$ cat src/design/arp_cache_table_with_aging_macros.svh
// ----------------------------------------------------------------------------
// ARP cache assertion macros
// Shared concurrent assertion helpers for the ARP cache design.
// ----------------------------------------------------------------------------
`ifndef ARP_CACHE_TABLE_WITH_AGING_MACROS_SVH
`define ARP_CACHE_TABLE_WITH_AGING_MACROS_SVH

// assert that an implication holds at every clock edge outside reset
`define ARP_ASSERT_IMPL(lbl, clk, rst_n, prop, msg) \
  lbl: assert property (@(posedge clk) disable iff (!rst_n) prop) else $error(msg);

// assert that a signal stays low outside reset
`define ARP_ASSERT_NEVER(lbl, clk, rst_n, sig, msg) \
  lbl: assert property (@(posedge clk) disable iff (!rst_n) !(sig)) else $error(msg);

`endif

$ cat src/design/arpc_pkg.sv
// ----------------------------------------------------------------------------
// ARP cache package
// Shared types, widths and command codes for the ARP cache with aging.
// ----------------------------------------------------------------------------
`default_nettype none
package arpc_pkg;

  localparam int Depth     = 32;
  localparam int SlotW     = $clog2(Depth);
  localparam int CountW    = 6;
  localparam int FullW     = $clog2(Depth + 1);
  localparam logic [31:0] TimeoutReset = 32'd300;

  localparam logic [2:0] CmdAdd     = 3'd0;
  localparam logic [2:0] CmdLookup  = 3'd1;
  localparam logic [2:0] CmdRemove  = 3'd2;
  localparam logic [2:0] CmdCleanup = 3'd3;
  localparam logic [2:0] CmdDump    = 3'd4;
  localparam logic [2:0] CmdClear   = 3'd5;
  localparam logic [2:0] CmdTick    = 3'd6;
  localparam logic [2:0] CmdUnused  = 3'd7;

  localparam logic [1:0] StatOk       = 2'd0;
  localparam logic [1:0] StatNotFound = 2'd1;
  localparam logic [1:0] StatFull     = 2'd2;

  typedef struct packed {
    logic [2:0]  command;
    logic [31:0] ip_addr;
    logic [47:0] hw_addr;
    logic        static_flag;
  } arp_req_t;

  typedef struct packed {
    logic [1:0]  status;
    logic [31:0] entry_ip;
    logic [47:0] entry_mac;
    logic [31:0] entry_time;
    logic        entry_static;
    logic [5:0]  drop_count;
    logic [5:0]  occupancy;
    logic        last;
  } arp_rsp_t;

  // classified command handed from front to back
  typedef struct packed {
    arp_req_t         req;
    logic             hit;
    logic [SlotW-1:0] slot;
    logic             has_free;
    logic [SlotW-1:0] free_slot;
  } arp_op_t;

  // table state exported by the back end for key matching
  typedef struct packed {
    logic [Depth-1:0] valid;
    logic             busy;
  } arp_tab_t;

endpackage
`default_nettype wire

$ cat src/design/arpc_front.sv
// ----------------------------------------------------------------------------
// ARP cache front end
// Accepts commands, matches the key against all slots and classifies them.
// ----------------------------------------------------------------------------
`default_nettype none
module arpc_front import arpc_pkg::*; (
  input  wire logic               clk_i,
  input  wire logic               rst_ni,
  input  wire logic               req_valid_i,
  output logic                    req_ready_o,
  input  wire arp_req_t           req_i,
  input  wire arp_tab_t           tab_i,
  input  wire logic [Depth*32-1:0] keys_i,
  output logic                    op_valid_o,
  input  wire logic               op_ready_i,
  output arp_op_t                 op_o
);

  logic    op_valid_q;
  arp_op_t op_q, op_d;
  logic    take;

  // one command in flight from here through the back end at a time
  assign req_ready_o = !op_valid_q && !tab_i.busy;
  assign take        = req_valid_i && req_ready_o;

  // parallel key match and free slot search
  always_comb begin
    op_d           = '0;
    op_d.req       = req_i;
    for (int i = Depth - 1; i >= 0; i--) begin
      if (tab_i.valid[i] && keys_i[i*32 +: 32] == req_i.ip_addr) begin
        op_d.hit  = 1'b1;
        op_d.slot = SlotW'(i);
      end
      if (!tab_i.valid[i]) begin
        op_d.has_free  = 1'b1;
        op_d.free_slot = SlotW'(i);
      end
    end
  end

  always_ff @(posedge clk_i or negedge rst_ni) begin
    if (!rst_ni) begin
      op_valid_q <= 1'b0;
    end else if (take) begin
      op_valid_q <= 1'b1;
    end else if (op_ready_i) begin
      op_valid_q <= 1'b0;
    end
  end

  always_ff @(posedge clk_i) begin
    if (take) begin
      op_q <= op_d;
    end
  end

  assign op_valid_o = op_valid_q;
  assign op_o       = op_q;

endmodule
`default_nettype wire

$ cat config.mk
export PLATFORM = sky130hd
export DESIGN_NAME = arpc_front
export DESIGN_NICKNAME = d
export VERILOG_FILES = /design/src/design/arp_cache_table_with_aging_macros.svh /design/src/design/arpc_pkg.sv /design/src/design/arpc_front.sv
export SDC_FILE = /design/constraint.sdc
export NUM_CORES = 1
export LEC_CHECK = 0
export ABC_AREA = 0
export BUFFER_PORTS_ARGS = -buffer_cell sky130_fd_sc_hd__buf_2
export CAP_MARGIN = 20
export CORE_AREA = 10 10 471 473
export DETAILED_ROUTE_END_ITERATION = 12
export DIE_AREA = 0 0 481 483
export PLACE_DENSITY = 0.3
export RECOVER_POWER = 50
export SKIP_CTS_REPAIR_TIMING = 1
export SLEW_MARGIN = 20
export SYNTH_ARGS = -nofsm -noshare
export SYNTH_HDL_FRONTEND = slang
export SYNTH_SLANG_ARGS = --single-unit
$ cat constraint.sdc
create_clock -name clk_i -period 3.2 [get_ports clk_i]
set_input_delay 0.64 -clock clk_i [delete_from_list [all_inputs] [get_ports clk_i]]
set_output_delay 0.64 -clock clk_i [all_outputs]
set_load 0.02 [all_outputs]
==> metrics.md <==
| Metric | Value |
|---|---|
| Outcome | `complete, but fails checks` |
| Failing checks | `setup timing` |
| Share of layout cells above drive strength 1 | `between 50% and 60%` |
| Fillers | `between 20000 and 25000` |
| Post-synthesis adder-cell area fraction | `0%` |
| Mux share of post-synthesis cell area | `0%` |
| CTS Buf Count | `9` |
| Root buffer cell | `clkbuf_16` |
| Setup tns final | `-1.36 ns` |
| Crit path kind | `primary input to register` |
| Max Clock Skew | `0.0116 ns` |
| Top FF cell, synth | `edfxtp_1` |
| Async S/R FF share, synth | `between 1 and 1.5%` |
| Most frequent cells in the layout | `1203 x buf_2, 702 x xnor2_1, 404 x buf_4` |
| CTS sink count | `97` |
| Avg Cell Area, Syn | `9.05 um2` |
| 1st-iter DRT viols | `1115` |
| Bufs and invs on worst path | `6` |
| Fmax | `0.285 GHz` |
| Wire per inst | `roughly 34 um` |
| Synth top area share | `between 40% and 50%` |
| CTS max path bufs | `2` |
| Final WL | `between 200000 and 250000 um` |
| Worst path arrival time | `approximately 3.7 ns` |
| Initial antenna violation count | `around 150` |
| Syn nets | `a little under 3000` |
| Leakage | `12.7 nW` |
| Die W | `just under 500 um` |
| Crit-path slowest cell | `or4_4` |
| Die H | `slightly below 500 um` |
| Slew margin rel. | `43.0%` |
| R2R Path Start | `op_valid_o` |
| CTS tree | `built` |
| Total core area | `about 210000 um2` |
| Setup Slack @ Placement | `-1.76 ns` |
| Synth area leaders | `xnor2_1 40%, edfxtp_1 18%, xor2_1 16%` |
| Critical-path cell list | `buf_4, buf_12, buf_4, buf_4, buf_4, xnor2_1, buf_4, nand4_1, or4_4, o21ai_2, nand2_1, o2111ai_2, a31oi_2, o41ai_2` |
| Multi-input gate area | `roughly 13000 um2` |
| Post-synthesis sequential area ratio | `between 15 and 20%` |
| Detail Route Antenna Nets | `0` |
| FF-to-FF End | `op_o[81]` |
| Area of the die | `232000 um2` |
| Clk slew on worst S/H paths | `around 0.10 ns` |
| Top-Level Pins | `1243` |
| Commonest non-fill, non-tap cell in the layout | `buf_2` |
| Compound-Gate Fraction of Synth Area | `under 10%` |
| CP max FO | `6` |
| Syn-to-layout area delta | `96.2%` |
| RePlAce Congestion | `roughly 0.87` |
| Setup violations, final | `6` |
| Global-route wire length before repair | `roughly 260000 um` |
| Number of buffers added on ports | `approximately 1200` |
| VDD IR max | `~0.00024 V` |
| CTS H-tree lvls | `3` |
| Gate Count Post-Synth | `around 1800` |
| Yosys cell types | `between 40 and 50` |
| Cell row count | `~170` |
| Slew Viols, Final | `0` |
| Critical path endpoint | `op_o[6]` |
| Worst hold path class | `primary input to register` |
| Crit. Startpoint | `req_i[50]` |
| Fin util | `roughly 15%` |
| GRT Total Usage | `approximately 17%` |
| Final HPWL DP | `about 190000 um` |
| Final Hold Vio Count | `0` |
| Overflow left after global routing | `0` |
| Register area | `between 2000 and 3000 um2` |
| Largest net degree at the start of global routing | `44` |
| Max incr delay on CP | `about 0.73 ns` |
| Worst-margin pin slew | `0.848 ns` |
| Setup WS post-layout | `-0.308 ns` |
| Pre-antenna DRT Iters | `5` |
| Number of synthesized flops with an enable pin | `96` |
| Final min period | `roughly 3.5 ns` |
| Worst reg2reg path depth | `3` |
| Nets | `about 4500` |
| Routed vias | `between 20000 and 25000` |
| Mapped cell area | `between 15000 and 20000 um2` |
| CP top delay family | `simple AND/OR/NAND/NOR gates` |
| Main combinational cell family by area after synthesis | `XOR/XNOR gates` |
| # DRC | `0` |
| Flop2flop setup slack | `~1.4 ns` |
| CP Data Required Time | `between 3 and 4 ns` |
| Crit. End Element | `register` |
| Power per cell area | `about 220 nW/um2` |
| Most Frequent Cell on Critical Path | `buf_4` |
| Post-synthesis xor/xnor area fraction | `about 56%` |
| Startpoint Class | `primary input` |
| Via/cell ratio | `3.34` |
| Vias in the first global route | `between 20000 and 25000` |
| MaxCap Viol Count | `0` |
| Simple-Gate Fraction of Synth Area | `about 16%` |
| Unrepaired setup endpoints after global routing | `yes` |
| Clock Latency Late Sink | `0.41 ns` |
| Effective utilization at floorplan | `7.48%` |
| Levels on crit path | `14` |
| Fin crit share | `110%` |
| Warnings from Yosys | `0` |
| FF+latch count, synth | `97` |
| Leading area contributor after synthesis | `xnor2_1` |
-- worst min-delay path by stage --
stage	from	end	slack (ns)	cells after the start
after CTS	rst_ni	op_valid_o	-0.06	1
after floorplan	rst_ni	op_valid_o	0.34	0
after detailed placement	rst_ni	op_valid_o	0.42	1
after global routing	req_i[9]	op_o[21]	0.36	1
after global placement	rst_ni	op_valid_o	0.42	1
final	req_i[14]	op_o[26]	0.40	1
-- worst register-to-register path, cell delays in order, from the launching register on --
cell     delay, ns
dfrtp_1       0.41
nor2_1        0.17
and2_4        0.46
buf_4         0.39
-- metal layers --
layer | GRT usage, % | wire length, um
met2 | 31.2 | 105000
met4 | 3.05 | 4710
met1 | 20.6 | 86800
met3 | 4.19 | 14700
met5 | 0 | 482
-- logic make-up after synthesis --
family	after synthesis
xor+xnor	1016
simple gates	429
compound gates	57
flops	97
buf+inv	151
-- where the power goes --
group	internal, mW	total [mW]	switching, mW
Combinational	1.93	4.24	2.30
Clock	0.559	1.24	0.686
Sequential	1.46	1.49	0.0228
Total	3.96	6.97	3.01
-- registers in the layout, indices dropped and copies added (netlist names) --
register / count
op_valid_o: 1
op_o: 96
-- metrics by stage --
step	cell area [um2]	hold WS, ns	std cells	total power [mW]
after floorplan	15800	0.344	1750	3.09
after global placement	29100	0.416	6141	5.66
after detailed placement	29100	0.419	6141	5.63
final	31100	0.395	6229	6.97
after global routing	31000	0.364	6213	7.36
after CTS	29400	-0.0553	6157	6.97
-- Yosys cell counts, types with 2 or more instances --
master / number
inv_1: 23
buf_2: 66
a21oi_1: 8
a222oi_1: 2
edfxtp_1: 96
or4_4: 3
or2_2: 2
and2_1: 3
nand3_1: 39
o211ai_1: 5
nand4_1: 201
or4_1: 22
buf_6: 47
a21boi_0: 4
xor2_1: 285
o21ai_0: 15
nor2_1: 16
buf_4: 14
nor4_1: 95
and3_1: 2
nor3_1: 13
o22ai_1: 2
a31oi_1: 7
nor3b_1: 2
a2111oi_0: 2
xnor2_1: 730
nand2_1: 26
-- area by class of cell --
type                       instances  share of cell area [%]
antenna                           27                   0.217
clock buffer                       9                   0.725
clock inverter                     7                   0.278
inverter                          23                   0.278
multi-input combinational       1502                    41.2
sequential                        97                    9.36
tap                             2821                    11.4
timing repair buffer            1743                    36.6
Power figures use the tool's default switching activity.
